### src/design/assert_macros.svh
// concurrent assertion helpers, removed for synthesis
`ifndef ASSERT_MACROS_SVH
`define ASSERT_MACROS_SVH

`ifndef SYNTHESIS

// condition holds at every clock edge out of reset
`define CCS_ASSERT_NOW(name, clk, rst, cond) \
   name: assert property (@(posedge clk) disable iff (rst) (cond)) \
      else $error("assertion failed");

// consequent holds in the same cycle as the antecedent
`define CCS_ASSERT_IMP(name, clk, rst, ante, cons) \
   name: assert property (@(posedge clk) disable iff (rst) (ante) |-> (cons)) \
      else $error("assertion failed");

// consequent holds in the cycle after the antecedent
`define CCS_ASSERT_NXT(name, clk, rst, ante, cons) \
   name: assert property (@(posedge clk) disable iff (rst) (ante) |=> (cons)) \
      else $error("assertion failed");

`else

`define CCS_ASSERT_NOW(name, clk, rst, cond)
`define CCS_ASSERT_IMP(name, clk, rst, ante, cons)
`define CCS_ASSERT_NXT(name, clk, rst, ante, cons)

`endif

`endif

### src/design/ccs_pkg.sv
package ccs_pkg;

   localparam int LINE_BITS   = 32;
   localparam int BCD_DIGITS  = 10;
   localparam int DIGIT_BITS  = $clog2(BCD_DIGITS + 1);
   localparam int SEQ_BITS    = 5;
   localparam int MARK_PREFIX = 7;

   localparam logic [7:0] CH_NUL   = 8'h00;
   localparam logic [7:0] CH_TAB   = 8'h09;
   localparam logic [7:0] CH_NL    = 8'h0a;
   localparam logic [7:0] CH_VT    = 8'h0b;
   localparam logic [7:0] CH_FF    = 8'h0c;
   localparam logic [7:0] CH_SP    = 8'h20;
   localparam logic [7:0] CH_EXCL  = 8'h21;
   localparam logic [7:0] CH_DQ    = 8'h22;
   localparam logic [7:0] CH_HASH  = 8'h23;
   localparam logic [7:0] CH_AMP   = 8'h26;
   localparam logic [7:0] CH_SQ    = 8'h27;
   localparam logic [7:0] CH_LPAR  = 8'h28;
   localparam logic [7:0] CH_RPAR  = 8'h29;
   localparam logic [7:0] CH_STAR  = 8'h2a;
   localparam logic [7:0] CH_PLUS  = 8'h2b;
   localparam logic [7:0] CH_COMMA = 8'h2c;
   localparam logic [7:0] CH_MINUS = 8'h2d;
   localparam logic [7:0] CH_SLASH = 8'h2f;
   localparam logic [7:0] CH_ZERO  = 8'h30;
   localparam logic [7:0] CH_COLON = 8'h3a;
   localparam logic [7:0] CH_SEMI  = 8'h3b;
   localparam logic [7:0] CH_LT    = 8'h3c;
   localparam logic [7:0] CH_EQ    = 8'h3d;
   localparam logic [7:0] CH_GT    = 8'h3e;
   localparam logic [7:0] CH_QM    = 8'h3f;
   localparam logic [7:0] CH_LBRK  = 8'h5b;
   localparam logic [7:0] CH_BSL   = 8'h5c;
   localparam logic [7:0] CH_RBRK  = 8'h5d;
   localparam logic [7:0] CH_LC_E  = 8'h65;
   localparam logic [7:0] CH_LC_I  = 8'h69;
   localparam logic [7:0] CH_LC_L  = 8'h6c;
   localparam logic [7:0] CH_LC_N  = 8'h6e;
   localparam logic [7:0] CH_LBRC  = 8'h7b;
   localparam logic [7:0] CH_BAR   = 8'h7c;
   localparam logic [7:0] CH_RBRC  = 8'h7d;

   typedef enum logic [9:0] {
      MODE_NORMAL = 10'b00_0000_0001,
      MODE_BACKSL = 10'b00_0000_0010,
      MODE_SPACE  = 10'b00_0000_0100,
      MODE_SLASH  = 10'b00_0000_1000,
      MODE_LINEC  = 10'b00_0001_0000,
      MODE_BLOCK  = 10'b00_0010_0000,
      MODE_BSTAR  = 10'b00_0100_0000,
      MODE_QUOTE  = 10'b00_1000_0000,
      MODE_QESC   = 10'b01_0000_0000,
      MODE_PASS   = 10'b10_0000_0000
   } mode_type;

   typedef logic [BCD_DIGITS-1:0][3:0] bcd_type;

   // output burst for one input item: optional space, line sync, up to two bytes
   typedef struct packed {
      logic                      pre_en;
      logic [SEQ_BITS-1:0]       sync_len;
      logic                      sync_mark;
      bcd_type                   mark_bcd;
      logic [DIGIT_BITS-1:0]     mark_digits;
      logic [1:0][7:0]           post_byte;
      logic [SEQ_BITS-1:0]       total;
   } job_type;

   // "\n#line " prefix of a line marker
   function automatic logic [7:0] mark_prefix(input logic [2:0] pos);
      logic [7:0] ch;
      case (pos)
         3'd0:    ch = CH_NL;
         3'd1:    ch = CH_HASH;
         3'd2:    ch = CH_LC_L;
         3'd3:    ch = CH_LC_I;
         3'd4:    ch = CH_LC_N;
         3'd5:    ch = CH_LC_E;
         default: ch = CH_SP;
      endcase
      return ch;
   endfunction

endpackage

### src/design/c_comment_stripper.sv
// channel   direction  payload                              transfer when
// req_      in         source_byte[8], end_of_input[1]      req_valid && req_ready
// rsp_      out        out_byte[8], last[1]                 rsp_valid && rsp_ready
//
// each accepted byte is scanned in the cycle it is taken; scanner state updates
// at once and the bytes it causes go to a burst register
// the burst drains one byte per cycle into the output register while that register is free,
// so an item with n result bytes occupies the burst register until all n have moved on (n is 0 to 20)
// a new item is taken in the cycle the previous burst hands over its last byte, giving one
// item per cycle for ordinary text while rsp_ready holds; line syncs stall the input briefly
// an item's result bytes pass through the burst register and then the output register
// reset is synchronous and returns the scanner to line one, normal text mode

`include "assert_macros.svh"

module c_comment_stripper import ccs_pkg::*; (
   input  logic       clock,
   input  logic       reset,
   input  logic       req_valid,
   output logic       req_ready,
   input  logic [7:0] req_source_byte,
   input  logic       req_end_of_input,
   output logic       rsp_valid,
   input  logic       rsp_ready,
   output logic [7:0] rsp_out_byte,
   output logic       rsp_last
);

   // scanner state
   mode_type               mode_ff, mode_in;
   logic [7:0]             prev_ff, prev_in;
   logic                   quote_ff, quote_in;
   logic                   have_data_ff, have_data_in;
   logic                   formals_ff, formals_in;
   logic [LINE_BITS-1:0]   line_count_ff, line_count_in;
   bcd_type                line_bcd_ff, line_bcd_in;
   logic [LINE_BITS-1:0]   synced_ff, synced_in;
   logic [LINE_BITS-1:0]   directive_ff, directive_in;

   // burst and output registers
   job_type                job_ff, job_in;
   logic                   job_valid_ff;
   logic [SEQ_BITS-1:0]    job_idx_ff;
   logic [7:0]             rsp_byte_ff;
   logic                   rsp_last_ff;
   logic                   rsp_valid_ff;

   // line counter helpers
   logic [LINE_BITS-1:0]   line_next;
   logic [LINE_BITS-1:0]   dir_next;
   bcd_type                bcd_next;
   logic [DIGIT_BITS-1:0]  digits;
   logic [LINE_BITS-1:0]   line_gap;
   logic                   sync_cond;
   logic                   use_mark;
   logic [SEQ_BITS-1:0]    sync_len_now;
   logic                   dir_eq;

   logic                   out_free;
   logic                   job_adv;
   logic                   job_end;
   logic                   accept;
   logic [7:0]             cur_byte;

   // saturating line counters, decimal copy stops with the binary one
   always_comb begin : line_calc
      logic carry;
      carry     = 1'b1;
      bcd_next  = line_bcd_ff;
      for (int i = 0; i < BCD_DIGITS; i++) begin
         if (carry) begin
            if (line_bcd_ff[i] < 4'd9) begin
               bcd_next[i] = line_bcd_ff[i] + 4'd1;
               carry       = 1'b0;
            end else begin
               bcd_next[i] = 4'd0;
            end
         end
      end
      if (&line_count_ff) begin
         bcd_next = line_bcd_ff;
      end
      line_next = (&line_count_ff) ? line_count_ff : line_count_ff + 1'b1;
      dir_next  = (&directive_ff) ? directive_ff : directive_ff + 1'b1;
      // number of decimal digits in the current line number
      digits = DIGIT_BITS'(1);
      for (int i = 1; i < BCD_DIGITS; i++) begin
         if (line_bcd_ff[i] != 4'd0) begin
            digits = DIGIT_BITS'(i + 1);
         end
      end
   end

   // pending newlines either as blank lines or as a line marker, whichever is shorter, the marker on a tie
   assign line_gap  = line_count_ff - synced_ff;
   assign sync_cond = (line_count_ff > synced_ff) && (line_count_ff > directive_ff);
   assign use_mark  = (LINE_BITS'(digits) + LINE_BITS'(MARK_PREFIX + 1)) <= line_gap;
   assign sync_len_now = use_mark ? SEQ_BITS'(MARK_PREFIX + 1) + SEQ_BITS'(digits)
                                  : line_gap[SEQ_BITS-1:0];
   assign dir_eq = (directive_ff == line_count_ff);

   // one scan step
   always_comb begin : scan_step
      logic [7:0]      b;
      logic            do_pn;
      logic [7:0]      pn_c;
      logic            sync_req;
      logic            inc_line;
      logic            inc_dir;
      logic            sync_to_new;
      logic            go_space;
      logic [1:0]      post_cnt;
      logic [1:0][7:0] post_b;
      logic            pre_en;

      b           = req_source_byte;
      do_pn       = 1'b0;
      pn_c        = b;
      sync_req    = 1'b0;
      inc_line    = 1'b0;
      inc_dir     = 1'b0;
      sync_to_new = 1'b0;
      go_space    = 1'b0;
      post_cnt    = 2'd0;
      post_b      = '0;
      pre_en      = 1'b0;

      mode_in       = mode_ff;
      prev_in       = prev_ff;
      quote_in      = quote_ff;
      have_data_in  = have_data_ff;
      formals_in    = formals_ff;
      line_count_in = line_count_ff;
      line_bcd_in   = line_bcd_ff;
      synced_in     = synced_ff;
      directive_in  = directive_ff;

      if (req_end_of_input) begin
         if (mode_ff == MODE_SPACE) begin
            post_b[post_cnt[0]] = CH_SP;
            post_cnt = post_cnt + 2'd1;
         end
         if ((mode_ff == MODE_NORMAL || mode_ff == MODE_SPACE) &&
             line_count_ff != synced_ff) begin
            post_b[post_cnt[0]] = CH_NL;
            post_cnt = post_cnt + 2'd1;
         end
      end else begin
         case (mode_ff)
            MODE_BACKSL: begin
               mode_in = MODE_NORMAL;
               if (b == CH_NL) begin
                  inc_dir     = 1'b1;
                  inc_line    = 1'b1;
                  sync_to_new = 1'b1;
                  prev_in     = CH_NUL;
               end else begin
                  prev_in = b;
               end
               post_b[post_cnt[0]] = b;
               post_cnt = post_cnt + 2'd1;
            end
            MODE_SPACE: begin
               // decide if the held space is needed between its neighbors
               if (b inside {CH_NL, CH_RPAR, CH_LBRK, CH_RBRK, CH_LBRC, CH_RBRC, CH_SEMI,
                             CH_COLON, CH_EQ, CH_EXCL, CH_LT, CH_GT, CH_BAR, CH_COMMA,
                             CH_QM}) begin
                  pre_en = 1'b0;
               end else if (b == CH_LPAR) begin
                  if (dir_eq && formals_ff) begin
                     formals_in = 1'b0;
                     pre_en     = 1'b1;
                  end
               end else if (b == CH_STAR) begin
                  pre_en = (prev_ff == CH_SLASH) || (prev_ff == CH_EQ);
               end else if (b inside {CH_PLUS, CH_MINUS, CH_AMP}) begin
                  pre_en = (prev_ff == b) || (prev_ff == CH_EQ);
               end else begin
                  pre_en = 1'b1;
               end
               prev_in = CH_SP;
               mode_in = MODE_NORMAL;
               do_pn   = 1'b1;
            end
            MODE_SLASH: begin
               if (b == CH_SLASH) begin
                  mode_in = MODE_LINEC;
                  prev_in = CH_SLASH;
               end else if (b == CH_STAR) begin
                  mode_in = MODE_BLOCK;
               end else begin
                  mode_in      = MODE_NORMAL;
                  sync_req     = 1'b1;
                  have_data_in = 1'b1;
                  post_b[post_cnt[0]] = CH_SLASH;
                  post_cnt = post_cnt + 2'd1;
                  prev_in = CH_SLASH;
                  do_pn   = 1'b1;
               end
            end
            MODE_LINEC: begin
               if (b == CH_NL) begin
                  if (prev_ff == CH_BSL) begin
                     post_b[0]   = CH_BSL;
                     post_b[1]   = CH_NL;
                     post_cnt    = 2'd2;
                     inc_line    = 1'b1;
                     sync_to_new = 1'b1;
                     prev_in     = CH_NL;
                  end else begin
                     mode_in = MODE_NORMAL;
                     prev_in = CH_SP;
                     do_pn   = 1'b1;
                  end
               end else begin
                  prev_in = b;
               end
            end
            MODE_BLOCK: begin
               if (b == CH_NL) begin
                  inc_dir  = 1'b1;
                  inc_line = 1'b1;
               end else if (b == CH_STAR) begin
                  mode_in = MODE_BSTAR;
               end
            end
            MODE_BSTAR: begin
               if (b == CH_NL) begin
                  inc_dir  = 1'b1;
                  inc_line = 1'b1;
                  mode_in  = MODE_BLOCK;
               end else if (b == CH_SLASH) begin
                  mode_in = MODE_NORMAL;
                  prev_in = CH_SP;
               end else if (b != CH_STAR) begin
                  mode_in = MODE_BLOCK;
               end
            end
            MODE_QUOTE: begin
               if (b == CH_BSL) begin
                  post_b[post_cnt[0]] = b;
                  post_cnt = post_cnt + 2'd1;
                  mode_in  = MODE_QESC;
               end else if (b == (quote_ff ? CH_SQ : CH_DQ)) begin
                  post_b[post_cnt[0]] = b;
                  post_cnt = post_cnt + 2'd1;
                  mode_in  = MODE_NORMAL;
                  prev_in  = b;
               end else if (b == CH_NL) begin
                  // unterminated literal ends at the newline
                  mode_in = MODE_NORMAL;
                  prev_in = CH_SP;
                  do_pn   = 1'b1;
               end else begin
                  post_b[post_cnt[0]] = b;
                  post_cnt = post_cnt + 2'd1;
               end
            end
            MODE_QESC: begin
               if (b == CH_NL) begin
                  inc_dir     = 1'b1;
                  inc_line    = 1'b1;
                  sync_to_new = 1'b1;
               end
               post_b[post_cnt[0]] = b;
               post_cnt = post_cnt + 2'd1;
               mode_in  = MODE_QUOTE;
            end
            MODE_PASS: begin
               post_b[post_cnt[0]] = b;
               post_cnt = post_cnt + 2'd1;
            end
            default: begin
               mode_in = MODE_NORMAL;
               do_pn   = 1'b1;
            end
         endcase

         // normal text handling of one byte
         if (do_pn) begin
            if (pn_c == CH_NUL) begin
               post_b[post_cnt[0]] = CH_NUL;
               post_cnt = post_cnt + 2'd1;
               mode_in  = MODE_PASS;
            end else if (pn_c == CH_BSL) begin
               sync_req     = 1'b1;
               have_data_in = 1'b1;
               post_b[post_cnt[0]] = pn_c;
               post_cnt = post_cnt + 2'd1;
               mode_in  = MODE_BACKSL;
            end else if (pn_c inside {CH_FF, CH_TAB, CH_VT, CH_SP}) begin
               if (have_data_in) begin
                  if (prev_in == CH_RPAR) begin
                     // keep one space between a macro's formals and its body
                     if (dir_eq && formals_in) begin
                        formals_in = 1'b0;
                        post_b[post_cnt[0]] = CH_SP;
                        post_cnt = post_cnt + 2'd1;
                     end
                  end else if (!(prev_in inside {CH_SP, CH_NL, CH_LPAR, CH_LBRK, CH_RBRK,
                                                 CH_LBRC, CH_RBRC, CH_SEMI, CH_COLON,
                                                 CH_EXCL, CH_LT, CH_GT, CH_BAR, CH_COMMA,
                                                 CH_QM, CH_STAR})) begin
                     go_space = 1'b1;
                  end
               end
               if (go_space) begin
                  mode_in = MODE_SPACE;
               end else begin
                  prev_in = CH_SP;
               end
            end else if (pn_c == CH_NL) begin
               have_data_in = 1'b0;
               inc_line     = 1'b1;
               prev_in      = CH_NL;
            end else if (pn_c == CH_HASH) begin
               sync_req     = 1'b1;
               directive_in = line_count_ff;
               formals_in   = 1'b1;
               have_data_in = 1'b1;
               post_b[post_cnt[0]] = CH_HASH;
               post_cnt = post_cnt + 2'd1;
               prev_in  = CH_HASH;
            end else if (pn_c == CH_SLASH) begin
               mode_in = MODE_SLASH;
               prev_in = CH_SLASH;
            end else if (pn_c inside {CH_DQ, CH_SQ}) begin
               sync_req     = 1'b1;
               have_data_in = 1'b1;
               post_b[post_cnt[0]] = pn_c;
               post_cnt = post_cnt + 2'd1;
               quote_in = (pn_c == CH_SQ);
               mode_in  = MODE_QUOTE;
            end else begin
               sync_req     = 1'b1;
               have_data_in = 1'b1;
               post_b[post_cnt[0]] = pn_c;
               post_cnt = post_cnt + 2'd1;
               prev_in  = pn_c;
            end
         end

         if (sync_req && sync_cond) begin
            synced_in = line_count_ff;
         end
         if (inc_dir) begin
            directive_in = dir_next;
         end
         if (inc_line) begin
            line_count_in = line_next;
            line_bcd_in   = bcd_next;
         end
         if (sync_to_new) begin
            synced_in = line_next;
         end
      end

      job_in.pre_en      = pre_en;
      job_in.sync_len    = (sync_req && sync_cond) ? sync_len_now : '0;
      job_in.sync_mark   = use_mark;
      job_in.mark_bcd    = line_bcd_ff;
      job_in.mark_digits = digits;
      job_in.post_byte   = post_b;
      job_in.total       = SEQ_BITS'(pre_en) + job_in.sync_len + SEQ_BITS'(post_cnt);

      // end of file puts the scanner state back to the reset state
      if (req_end_of_input) begin
         mode_in       = MODE_NORMAL;
         prev_in       = CH_NUL;
         quote_in      = 1'b0;
         have_data_in  = 1'b0;
         formals_in    = 1'b0;
         line_count_in = '0;
         line_bcd_in   = bcd_type'(1);
         synced_in     = '0;
         directive_in  = '0;
      end
   end

   // byte at the current position of the burst
   always_comb begin : burst_byte
      logic [SEQ_BITS-1:0]   j;
      logic [SEQ_BITS-1:0]   k;
      logic [SEQ_BITS-1:0]   didx;
      logic [3:0]            nib;
      j    = job_idx_ff - SEQ_BITS'(job_ff.pre_en);
      k    = j - job_ff.sync_len;
      didx = SEQ_BITS'(job_ff.mark_digits) + SEQ_BITS'(MARK_PREFIX - 1) - j;
      nib  = 4'd0;
      for (int i = 0; i < BCD_DIGITS; i++) begin
         if (didx == SEQ_BITS'(i)) begin
            nib = job_ff.mark_bcd[i];
         end
      end
      if (job_ff.pre_en && job_idx_ff == '0) begin
         cur_byte = CH_SP;
      end else if (j < job_ff.sync_len) begin
         if (!job_ff.sync_mark) begin
            cur_byte = CH_NL;
         end else if (j < SEQ_BITS'(MARK_PREFIX)) begin
            cur_byte = mark_prefix(j[2:0]);
         end else if (j < SEQ_BITS'(MARK_PREFIX) + SEQ_BITS'(job_ff.mark_digits)) begin
            cur_byte = CH_ZERO + {4'd0, nib};
         end else begin
            cur_byte = CH_NL;
         end
      end else begin
         cur_byte = job_ff.post_byte[k[0]];
      end
   end

   // burst drains when the output register is empty or being taken
   assign out_free  = !rsp_valid_ff || rsp_ready;
   assign job_adv   = job_valid_ff && out_free;
   assign job_end   = job_idx_ff == (job_ff.total - 1'b1);
   assign req_ready = !job_valid_ff || (job_adv && job_end);
   assign accept    = req_valid && req_ready;

   always_ff @(posedge clock) begin
      if (reset) begin
         mode_ff       <= MODE_NORMAL;
         prev_ff       <= CH_NUL;
         quote_ff      <= 1'b0;
         have_data_ff  <= 1'b0;
         formals_ff    <= 1'b0;
         line_count_ff <= '0;
         line_bcd_ff   <= bcd_type'(1);
         synced_ff     <= '0;
         directive_ff  <= '0;
      end else if (accept) begin
         mode_ff       <= mode_in;
         prev_ff       <= prev_in;
         quote_ff      <= quote_in;
         have_data_ff  <= have_data_in;
         formals_ff    <= formals_in;
         line_count_ff <= line_count_in;
         line_bcd_ff   <= line_bcd_in;
         synced_ff     <= synced_in;
         directive_ff  <= directive_in;
      end
   end

   always_ff @(posedge clock) begin
      if (reset) begin
         job_valid_ff <= 1'b0;
         job_idx_ff   <= '0;
      end else if (accept) begin
         // items with no output never occupy the burst register
         job_valid_ff <= job_in.total != '0;
         job_idx_ff   <= '0;
      end else if (job_adv && job_end) begin
         job_valid_ff <= 1'b0;
      end else if (job_adv) begin
         job_idx_ff <= job_idx_ff + 1'b1;
      end
   end

   always_ff @(posedge clock) begin
      if (accept) begin
         job_ff <= job_in;
      end
   end

   always_ff @(posedge clock) begin
      if (reset) begin
         rsp_valid_ff <= 1'b0;
      end else if (job_adv) begin
         rsp_valid_ff <= 1'b1;
      end else if (rsp_ready) begin
         rsp_valid_ff <= 1'b0;
      end
   end

   always_ff @(posedge clock) begin
      if (job_adv) begin
         rsp_byte_ff <= cur_byte;
         rsp_last_ff <= job_end;
      end
   end

   assign rsp_valid    = rsp_valid_ff;
   assign rsp_out_byte = rsp_byte_ff;
   assign rsp_last     = rsp_last_ff;

   // synced line never runs ahead of the line counter
   `CCS_ASSERT_NOW(a_sync_behind, clock, reset, synced_ff <= line_count_ff)
   // burst position stays inside the burst
   `CCS_ASSERT_IMP(a_idx_range, clock, reset, job_valid_ff, job_idx_ff < job_ff.total)
   // a pending burst with room downstream always yields a result next cycle
   `CCS_ASSERT_NXT(a_burst_moves, clock, reset, job_adv, rsp_valid_ff)

endmodule

### config.mk
export PLATFORM = sky130hd
export DESIGN_NAME = c_comment_stripper
export DESIGN_NICKNAME = d
export VERILOG_FILES = /design/src/design/ccs_pkg.sv /design/src/design/c_comment_stripper.sv
export VERILOG_INCLUDE_DIRS = /design/src /design/src/design
export SDC_FILE = /design/constraint.sdc
export NUM_CORES = 1
export LEC_CHECK = 0
export BUFFER_PORTS_ARGS = -buffer_cell sky130_fd_sc_hd__clkbuf_2
export CORE_MARGIN = 2
export CORE_UTILIZATION = 45
export CTS_CLUSTER_DIAMETER = 120
export DETAILED_ROUTE_END_ITERATION = 8
export GPL_ROUTABILITY_DRIVEN = 0
export RECOVER_POWER = 50
export SYNTH_ARGS = -nofsm -noshare
export SYNTH_HDL_FRONTEND = slang
export SYNTH_SLANG_ARGS = --single-unit
export TNS_END_PERCENT = 5
### constraint.sdc
create_clock -name clock -period 17.63 [get_ports clock]
set_input_delay 1.763 -clock clock [delete_from_list [all_inputs] [get_ports clock]]
set_output_delay 1.763 -clock clock [all_outputs]
set_load 0.01 [all_outputs]
Word level (Yosys, flattened, before mapping)
Cells that the tools add are included.
{"block": "totals", "word_cells": 535, "regBits": 245, "input_bits": 13}
{"block": "classes", "reduce_logical": 76, "muxes": 267, "n_lt_le_gt_ge": 21, "add_sub_neg": 27, "eq_ne": 92, "n_bitwise": 12}
{"cell": "$mux 32", "n": 15}
{"cell": "$mux 8", "n": 33}
{"cell": "$eq 8x6->1 const B", "n": 32}
{"cell": "$mux 10", "n": 20}
{"cell": "$mux 16", "n": 12}
{"cell": "$mux 4", "n": 37}
{"cell": "$mux 40", "n": 3}
{"cell": "$mux 1", "n": 107}
{"cell": "$eq 8x7->1 const B", "n": 12}
{"cell": "$pmux 10 s7", "n": 1}
{"cell": "$add 32x1->32 const B", "n": 2}
{"cell": "$gt 32x32->1", "n": 2}
{"cell": "$reduce_and 32->1", "n": 2}
{"cell": "$pmux 8 s6", "n": 1}
{"cell": "$pmux 7 s6", "n": 1}
{"cell": "$add 4x1->4 const B", "n": 10}
{"cell": "$eq 8x4->1 const B", "n": 5}
{"cell": "$lt 4x4->1 const B", "n": 10}
{"cell": "$reduce_bool 4->1", "n": 10}
{"cell": "$mux 6", "n": 6}
{"cell": "$reduce_and 4->1", "n": 9}
{"cell": "$mux 2", "n": 17}
{"cell": "$eq 32x32->1", "n": 1}
{"cell": "$le 5x32->1", "n": 1}
{"cell": "other kinds (84)", "n": 146}

Depth between registers and ports, before layout
Gate-level depths: netlist of the first run.
{"block": "depth", "ltp_word": 22, "mapped_depth": 31}

Least setup slack after synthesis of the first run
OpenSTA, ideal clock, no wires.
{"block": "synth_timing", "kind": "input to register", "from": "input port req_source_byte[4]", "to": "register job_ff[4] (netlist bit) (data pin)", "required_time_ns": 17.345, "n_path_buf": 0, "setup_time_ns": 0.285, "path_slack_ns": 11.323, "stages": 16, "arrival_time_ns": 6.022, "path_cell_list": "or4b_1 a2111oi_0 nor2_1 a21oi_1 a2bb2o_1 nand4_1 nand2_1 nor4_1 mux2i_1 nor2_1 o221a_2 o41ai_1 fa_1 fa_1 o41ai_1 a211oi_1"}
{"item": "start, declared", "line": "c_comment_stripper.sv:21", "text": "input logic [7:0] req_source_byte,"}
{"item": "end signal, assigned", "line": "c_comment_stripper.sv:460", "text": "job_ff <= job_in;"}
{"item": "end, declared", "line": "c_comment_stripper.sv:41", "text": "job_type job_ff, job_in;"}

Worst setup path in the final report of the first run
{"block": "layout_timing", "from": "register job_ff[0] (netlist bit)", "to": "register line_bcd_ff, in the netlist job_in[51]"}
{"block": "layout_between", "elab_chain_len": 6}
{"item": "$sub 5x1->5", "line": "c_comment_stripper.sv:415", "text": "assign job_end = job_idx_ff == (job_ff.total - 1'b1);"}
{"item": "$eq 5x5->1", "line": "c_comment_stripper.sv:415"}
{"item": "net job_end", "line": "c_comment_stripper.sv:61", "text": "logic job_end;"}
{"item": "$logic_and 1x1->1", "line": "c_comment_stripper.sv:416", "text": "assign req_ready = !job_valid_ff || (job_adv && job_end);"}
{"item": "$logic_or 1x1->1", "line": "c_comment_stripper.sv:416"}
{"item": "$logic_and 1x1->1", "line": "c_comment_stripper.sv:417", "text": "assign accept = req_valid && req_ready;"}
{"item": "$reduce_and 4->1 (no line)"}
{"item": "end signal, assigned", "line": "c_comment_stripper.sv:427", "text": "line_bcd_ff <= bcd_type'(1);"}
{"item": "end signal, assigned", "line": "c_comment_stripper.sv:437", "text": "line_bcd_ff <= line_bcd_in;"}
{"item": "end, declared", "line": "c_comment_stripper.sv:36", "text": "bcd_type line_bcd_ff, line_bcd_in;"}
The timed path passes the listed nets, and every way through them passes these cells.
A chain may end at the register's enable or synchronous reset.

==> results of run 1 <==
==> cell families after synthesis <==
group	synth area share, %
compound gates	21.62
xor+xnor	4.551
fa+ha+maj	9.117
buf+inv	5.985
flops	31.94
mux	1.853
simple gates	24.94
==> worst max-delay path by stage <==
stage | start | end | cells past startpoint | slack [ns]
after global placement | req_source_byte[4] | job_valid_ff$_SDFFE_PP0P_ | 21 | 10.21
after detailed placement | req_source_byte[4] | job_valid_ff$_SDFFE_PP0P_ | 21 | 10.25
after CTS | req_source_byte[4] | job_valid_ff$_SDFFE_PP0P_ | 21 | 10.86
after floorplan | req_source_byte[4] | job_ff[4]$_DFFE_PP_ | 16 | 11.32
after global routing | job_ff[0]$_DFFE_PP_ | job_in[51]$_SDFFE_PP0P_ | 15 | 9.23
final | job_ff[0]$_DFFE_PP_ | job_in[51]$_SDFFE_PP0P_ | 15 | 10.08
==> cell usage after synthesis (9+ instances only) <==
master / count / area, sq um
o211ai_1: 13 / 97.59
nand4_1: 40 / 250.2
a41oi_1: 10 / 87.58
a22oi_1: 23 / 172.7
nor3_1: 90 / 450.4
nor2_1: 250 / 938.4
nand3_1: 96 / 480.5
and3_1: 40 / 250.2
a21oi_1: 219 / 1096
or2_2: 10 / 62.56
xor2_1: 36 / 315.3
a211oi_1: 18 / 135.1
or3_1: 13 / 81.33
nor2b_1: 24 / 150.1
clkbuf_1: 106 / 397.9
nand3b_1: 19 / 142.6
inv_1: 150 / 563.0
a21o_1: 24 / 180.2
mux2i_1: 23 / 230.2
nand4b_1: 9 / 78.83
or4_1: 11 / 82.58
ha_1: 124 / 1551
nor4_1: 22 / 137.6
o31ai_1: 17 / 127.6
and2_1: 16 / 100.1
o21a_1: 12 / 90.09
xnor2_1: 57 / 499.2
dfxtp_1: 164 / 3283
nand2b_1: 28 / 175.2
nand2_1: 201 / 754.5
o21ai_0: 150 / 750.7
edfxtp_1: 81 / 2432
a31oi_1: 16 / 100.1
a2111oi_0: 12 / 105.1
==> layout make-up <==
| cell class | instances | area (sq um) | share of cell area [%] |
|---|---|---|---|
| Clock inverter | 22 | 301.5 | 1.556 |
| Multi-Input combinational cell | 1772 | 11140 | 57.51 |
| Clock buffer | 34 | 765.7 | 3.952 |
| Tap cell | 525 | 656.9 | 3.390 |
| Sequential cell | 245 | 5715 | 29.50 |
| Timing Repair Buffer | 42 | 229.0 | 1.182 |
| Inverter | 150 | 564.3 | 2.912 |
==> stage by stage <==
step	cell area, sq um	hold slack [ns]	power, W
6_report	19380	0.4540	0.001481
5_1_grt	19380	0.4865	0.001542
4_1_cts	19410	0.4601	0.001496
3_5_place_dp	18340	0.4525	0.0008259
3_3_place_gp	18340	0.4383	0.0008237
2_1_floorplan	17900	0.4244	0.0007675
==> sequential cells by signal, indices dropped and copies added, names as in the netlist, 5 cells and up <==
signal / flops
prev_ff: 8
line_count_ff: 32
synced_ff: 32
rsp_out_byte: 8
mode_ff: 10
job_idx_ff: 5
directive_ff: 32
job_in: 40
job_ff: 72
==> per-layer routing <==
layer,global-route usage [%],part of all wire (%),up-vias
met2,39.20,45,577
met4,9.228,3.2,0
met3,3.260,6.3,119
met5,0,0,-
li1,-,-,8212
met1,33.55,46,8001
==> cells in the final DEF (no fill, tap or decap), drive strengths merged, types with 16 or more instances in the layout <==
cell,instances
edfxtp,81
a22oi,23
o21ai,152
nand3b,19
clkbuf,60
mux2i,23
and2,18
nor2,250
nor4,23
and3,40
ha,124
xor2,36
a21oi,221
nand2,201
a21o,24
nor2b,24
nand3,96
inv,151
xnor2,57
a211oi,18
nor3,90
nand4,41
a31oi,16
nand2b,28
o31ai,17
dfxtp,164
buf,16
==> power groups by stage <==
stage / logic, W / clock network (W) / registers [W]
after floorplan: 0.000145 / 0 / 0.000623
after global placement: 0.000199 / 0 / 0.000625
after detailed placement: 0.000201 / 0 / 0.000625
after CTS: 0.000202 / 0.000681 / 0.000613
after global routing: 0.000223 / 0.000703 / 0.000615
final: 0.000201 / 0.000666 / 0.000614
==> tightest hold or removal path: cells and delay by family, from the launching register on <==
kind,cells,cell delay [ns]
flip-flops,1,0.31
AND/OR/NAND/NOR,1,0.05
AO/OA/AOI/OAI,1,0.05
==> impl_metrics.py, run 1 <==
metrics = {
    "critical_path": {
        "endpoint_kind": "register",
        "worstPathArrival_ns": 8.00,
        "crit_path_start_kind": "register",
        "worstPathCellList": "inv_1 > ha_1 > nand2b_1 > a21oi_1 > a311o_1 > a2111oi_0 > a21o_1 > nand2_1 > clkinvlp_2 > clkbuf_1 > o21ai_1 > nor2_1 > nor2_1 > o21ai_0 > o21ai_0",
        "timing.rr.start": "job_ff[0]$_DFFE_PP_",
        "worst-setup-path-type": "register to register",
        "rr_worst_depth": 15,
        "worstPathBufferInverterCount": 3,
        "r2r-end": "job_in[51]$_SDFFE_PP0P_",
        "cp_slowest_cell": "clkbuf_1",
        "r2r_slack_ns": 10.08,
        "path_delay_family": "buffers and inverters",
        "critPathRequiredTime_ns": 18.08,
        "path_max_fanout": 55,
        "max_stage_delay_ns": 2.16,
    },
    "yosys": {
        "syn-num-nets": 2435,
        "yosys_register_bits": 245,
        "yosysWarnings": 0,
        "ys_async_sr_fraction_pct": 0,
        "synth_ff_type": "dfxtp_1",
        "syn-instance-count": 2294,
        "synth_enable_flop_cells": 81,
        "synth_area_sq_mm": 0.01790,
        "synth-seq-area-share_pct": 31.94,
        "ys_types": 88,
        "syn_area_per_cell_sq_um": 7.801,
    },
    "cts": {
        "clockRootBuffer": "clkbuf_16",
        "post_cts_buffers": 0,
        "hold_buffers": 0,
        "cts_sinks": 245,
        "numCtsBuffers": 30,
        "insertion_delay_ns": 0.58,
        "cts.path.max_buffers": 3,
        "cts_htree_levels": 1,
        "cts.clk_slew.worst_paths_ns": 0.06,
        "cts_resized": 0,
        "cts_tree": "yes",
    },
    "sta": {
        "rsz0062_at_grt": "no",
        "finalCritPeriodShare_pct": 42.85,
        "skew_ns": 0.02480,
        "finalSetupViolCount": 0,
        "drv_slew": 196,
        "finalCriticalPeriod_ns": 7.555,
        "worstMarginPinSlew_ns": 4.026,
        "max_freq_ghz": 0.1324,
        "final_hold_viol_count": 0,
        "maxSlewHeadroom_pct": -168.4,
        "worst_slack_ns": 10.08,
        "fin_tns_setup_ns": 0,
    },
    "pwr": {
        "p_int_w": 0.001087,
        "combPwrFrac_pct": 13.6,
        "p_clk_share_pct": 45.0,
        "power.switching_w": 0.0003944,
        "p_per_area_mw_per_mm2": 76.44,
        "switching_share_pct": 26.63,
        "seq_power_share_pct": 41.4,
        "p_leak_nw": 7.343,
        "max-vdd-ir-drop_mv": 0.06508,
    },
    "global_route": {
        "grt_pass1_wl_microns": 83370,
        "grtUsageTotal_pct": 24.45,
        "grt_pass1_vias": 15870,
        "antenna_found_initial": 0,
        "grt_max_degree": 86,
        "overflow": 0,
    },
    "floorplanning": {
        "die_y_microns": 203.4,
        "die_w_microns": 203.4,
        "rows": 73,
        "io_pins": 24,
        "core_sq_mm": 0.03946,
        "die_area_sq_mm": 0.04138,
        "start_util_pct": 45.35,
    },
    "min_path": {
        "hold_end": "synced_ff[6]$_SDFFE_PP0P_",
        "hp-start": "synced_ff[6]$_SDFFE_PP0P_",
        "min_path_cells": 2,
        "hold_path.class": "register to register",
    },
    "cells_and_area": {
        "num-fill-cells": 3849,
        "drive_gt1_share_pct": 4.989,
        "final_util_pct": 49.11,
        "synthToLayoutAreaGrowth_pct": 8.271,
        "antennaDiodeCount": 0,
        "fin_nets": 2382,
        "fin_cells": 2790,
    },
    "routing": {
        "wl_per_cell_microns": 18.37,
        "wirelength_microns": 51260,
        "ant_nets": 0,
        "dr.pass1.iters": 6,
        "drc_errors": 0,
        "vias": 16910,
        "drtIter0Drc": 1480,
        "vias_per_cell": 6.061,
    },
    "run": {
        "cap_violations": 3,
    },
    "placement": {
        "dp_hpwl_microns": 36900,
        "port_buffers": 23,
        "placed_cells": 2734,
        "pre_cts_slack_ns": 10.25,
    },
    "outcome": {
        "failed_checks": "capacitance limit, slew limit",
        "status": "finished with violations",
    },
}
(Power assumes the default switching activity.)
==> inputs of run 2 (changes only) <==
--- a/config.mk
+++ b/config.mk
@@ -6,6 +6,7 @@
 export SDC_FILE = /design/constraint.sdc
 export NUM_CORES = 1
 export LEC_CHECK = 0
+export ABC_AREA = 1
 export BUFFER_PORTS_ARGS = -buffer_cell sky130_fd_sc_hd__clkbuf_2
 export CORE_MARGIN = 2
 export CORE_UTILIZATION = 45
==> constraint.sdc (replaced) <==
create_clock -name clock -period 7.2 [get_ports clock]
set_input_delay 0.72 -clock clock [delete_from_list [all_inputs] [get_ports clock]]
set_output_delay 0.72 -clock clock [all_outputs]
set_load 0.01 [all_outputs]
==> run 2 against run 1 <==
  * Clock skew fell by 0.012 ns
  * The flow still finishes with violations (capacitance limit, slew limit)
  * Register-to-register slack got worse by 8.1 ns
  * Critical path type is now input port to register
  * Worst hold slack got worse by 0.066 ns
  * Via count rose by 19%
==> impl_metrics.py, run 2 <==
metrics = {
    "floorplanning": {
        "start_util_pct": 45.46,
        "die_w_microns": 212.4,
        "core_sq_mm": 0.04298,
        "io_pins": 24,
        "rows": 76,
        "die_area_sq_mm": 0.04510,
        "die_y_microns": 212.4,
    },
    "yosys": {
        "synth_area_leaders": "dfxtp_1, nand2_1, edfxtp_1",
        "synthMostInstantiatedCell": "nand2_1",
        "syn_area_per_cell_sq_um": 6.530,
        "syn-instance-count": 2992,
        "syn-num-nets": 3133,
        "synth_top_area_share_pct": 16.80,
        "yosysWarnings": 0,
        "synth-seq-area-share_pct": 29.25,
        "ys_types": 67,
        "synth_commonest_cells": "nand2_1, inv_1, nor2_1",
        "synth_ff_type": "dfxtp_1",
        "yosys_register_bits": 245,
        "yosys.area.top_type": "dfxtp_1",
        "synth_enable_flop_cells": 81,
        "synth_area_sq_mm": 0.01954,
        "ys_async_sr_fraction_pct": 0,
    },
    "cts": {
        "cts_resized": 0,
        "insertion_delay_ns": 0.58,
        "cts_tree": "yes",
        "cts_sinks": 245,
        "numCtsBuffers": 30,
        "post_cts_buffers": 0,
        "cts.path.max_buffers": 3,
        "hold_buffers": 0,
        "cts_htree_levels": 1,
        "clockRootBuffer": "clkbuf_16",
        "cts.clk_slew.worst_paths_ns": 0.06,
    },
    "sta": {
        "final_hold_viol_count": 0,
        "rsz0062_at_grt": "no",
        "fin_tns_setup_ns": 0,
        "drv_slew": 199,
        "maxSlewHeadroom_pct": -133.3,
        "holdWs_ns": 0.3878,
        "finalCritPeriodShare_pct": 75.82,
        "worstMarginPinSlew_ns": 3.499,
        "skew_ns": 0.01329,
        "finalCriticalPeriod_ns": 5.459,
        "finalSetupViolCount": 0,
        "max_freq_ghz": 0.1832,
    },
    "placement": {
        "dp_hpwl_microns": 48600,
        "port_buffers": 23,
        "place_area_sq_mm": 0.02030,
    },
    "routing": {
        "wl_per_cell_microns": 17.48,
        "ant_nets": 0,
        "vias_per_cell": 5.557,
        "wirelength_microns": 63200,
        "vias": 20100,
        "drc_errors": 0,
        "dr.pass1.iters": 8,
        "drtIter0Drc": 2085,
    },
    "global_route": {
        "grtUsageTotal_pct": 27.79,
        "grt_max_degree": 74,
        "overflow": 0,
        "grt_pass1_vias": 18530,
        "grt_pass1_wl_microns": 99940,
        "antenna_found_initial": 0,
    },
    "critical_path": {
        "worstPathArrival_ns": 5.93,
        "path_delay_family": "buffers and inverters",
        "max_stage_delay_ns": 2.44,
        "worst-setup-path-type": "input port to register",
        "timing.rr.start": "line_count_ff[0]$_SDFFE_PP0P_",
        "startpoint": "reset",
        "endpoint_kind": "register",
        "path_max_fanout": 63,
        "worstPathCellList": "clkbuf_2 > clkbuf_1 > clkinv_1 > clkbuf_1 > nand2_1 > nand2_1 > o21ai_0 > inv_1",
        "cp_slowest_cell": "clkbuf_1",
        "worstPathBufferInverterCount": 5,
        "critPathRequiredTime_ns": 7.67,
        "crit_path_start_kind": "input port",
    },
    "outcome": {
        "status": "finished with violations",
        "failed_checks": "capacitance limit, slew limit",
    },
    "pwr": {
        "p_leak_nw": 9.732,
        "total_power_w": 0.004012,
        "p_per_area_mw_per_mm2": 188.5,
        "max-vdd-ir-drop_mv": 0.1711,
    },
    "cells_and_area": {
        "top_register": "job_ff",
        "multi_input_area_sq_mm": 0.01156,
        "antennaDiodeCount": 0,
        "synthToLayoutAreaGrowth_pct": 8.914,
        "num-fill-cells": 4463,
        "drive_gt1_share_pct": 4.916,
        "final_common_cell": "nand2_1",
        "fin_nets": 3148,
        "final_area_sq_mm": 0.02128,
        "final_cell_mix": "nand2_1, inv_1, nor2_1",
        "final_util_pct": 49.51,
        "regArea_sq_mm": 0.005715,
        "largest_reg_flops": 72,
    },
    "min_path": {
        "hold_path.class": "input port to register",
        "hp-start": "req_valid",
    },
    "run": {
        "cap_violations": 3,
    },
}
[run 2: changes by cell type after synthesis, sizes merged, moves of 21 or more]
cell    before  now
xnor2       57   11
nor2b       24    0
nand3       96  177
a21o        24    2
nand2b      28    0
mux2i       23    2
nand4       41   79
nand2      201  758
nor2       250  271
inv        150  534
and3        40    8
clkbuf     107   44
[run 2: final timing paths]
path,to,cells after the start,slack [ns]
worst min-delay path,job_valid_ff$_SDFFE_PP0P_,3,0.39
worst max register to register,job_valid_ff$_SDFFE_PP0P_,29,1.93
worst max-delay path,job_in[42]$_SDFFE_PP0P_,8,1.74
worst min register to register,job_ff[56]$_DFFE_PP_,0,0.43
[run 2: cell families (layout without fill, tap and decap cells)]
| kind of cell | after synthesis | count (layout) | share of synthesized area, % |
|---|---|---|---|
| mux | 3 | 3 | 0.1601 |
| fa+ha+maj | 128 | 128 | 8.350 |
| simple gates | 1429 | 1429 | 31.96 |
| flops | 245 | 245 | 29.25 |
| xor+xnor | 67 | 67 | 3.003 |
| compound gates | 524 | 524 | 15.75 |
| buf+inv | 596 | 635 | 11.53 |
[run 2: final cells by class]
type	count	area share [%]
clock buffers	41	4.151
clock inverters	15	0.7173
inverters	539	9.525
multi-input cells	2151	54.32
flip-flops and latches	245	26.86
well taps	585	3.440
repair buffers	40	0.9937
[run 2: power breakdown]
part | switching, W | internal (W) | total, W
clock | 0.000636 | 0.000958 | 0.00159
sequential | 0.0000450 | 0.00151 | 0.00156
combinational | 0.000610 | 0.000251 | 0.000861
[run 2: stage by stage]
stage               setup slack (ns)  cells
detailed placement             1.494   3560
global placement               1.575   3560
global route                   1.342   3616
CTS                            2.075   3616
floorplan                      2.856   2992
finish                         1.741   3616
[run 2: tightest hold or removal path: cells and delay by family]
kind	cells	cell delay, ns
AOI/OAI and AO/OA	1	0.05
and+or+nand+nor	1	0.06
buffers and inverters	1	0.09
[run 2: layer usage]
metal,up-vias,global-route usage [%],share of wire (%)
met3,165,3.117,6.9
met5,-,0,0
met4,0,9.453,3.6
met1,9220,37.69,45
li1,9905,-,-
met2,805,45.91,45
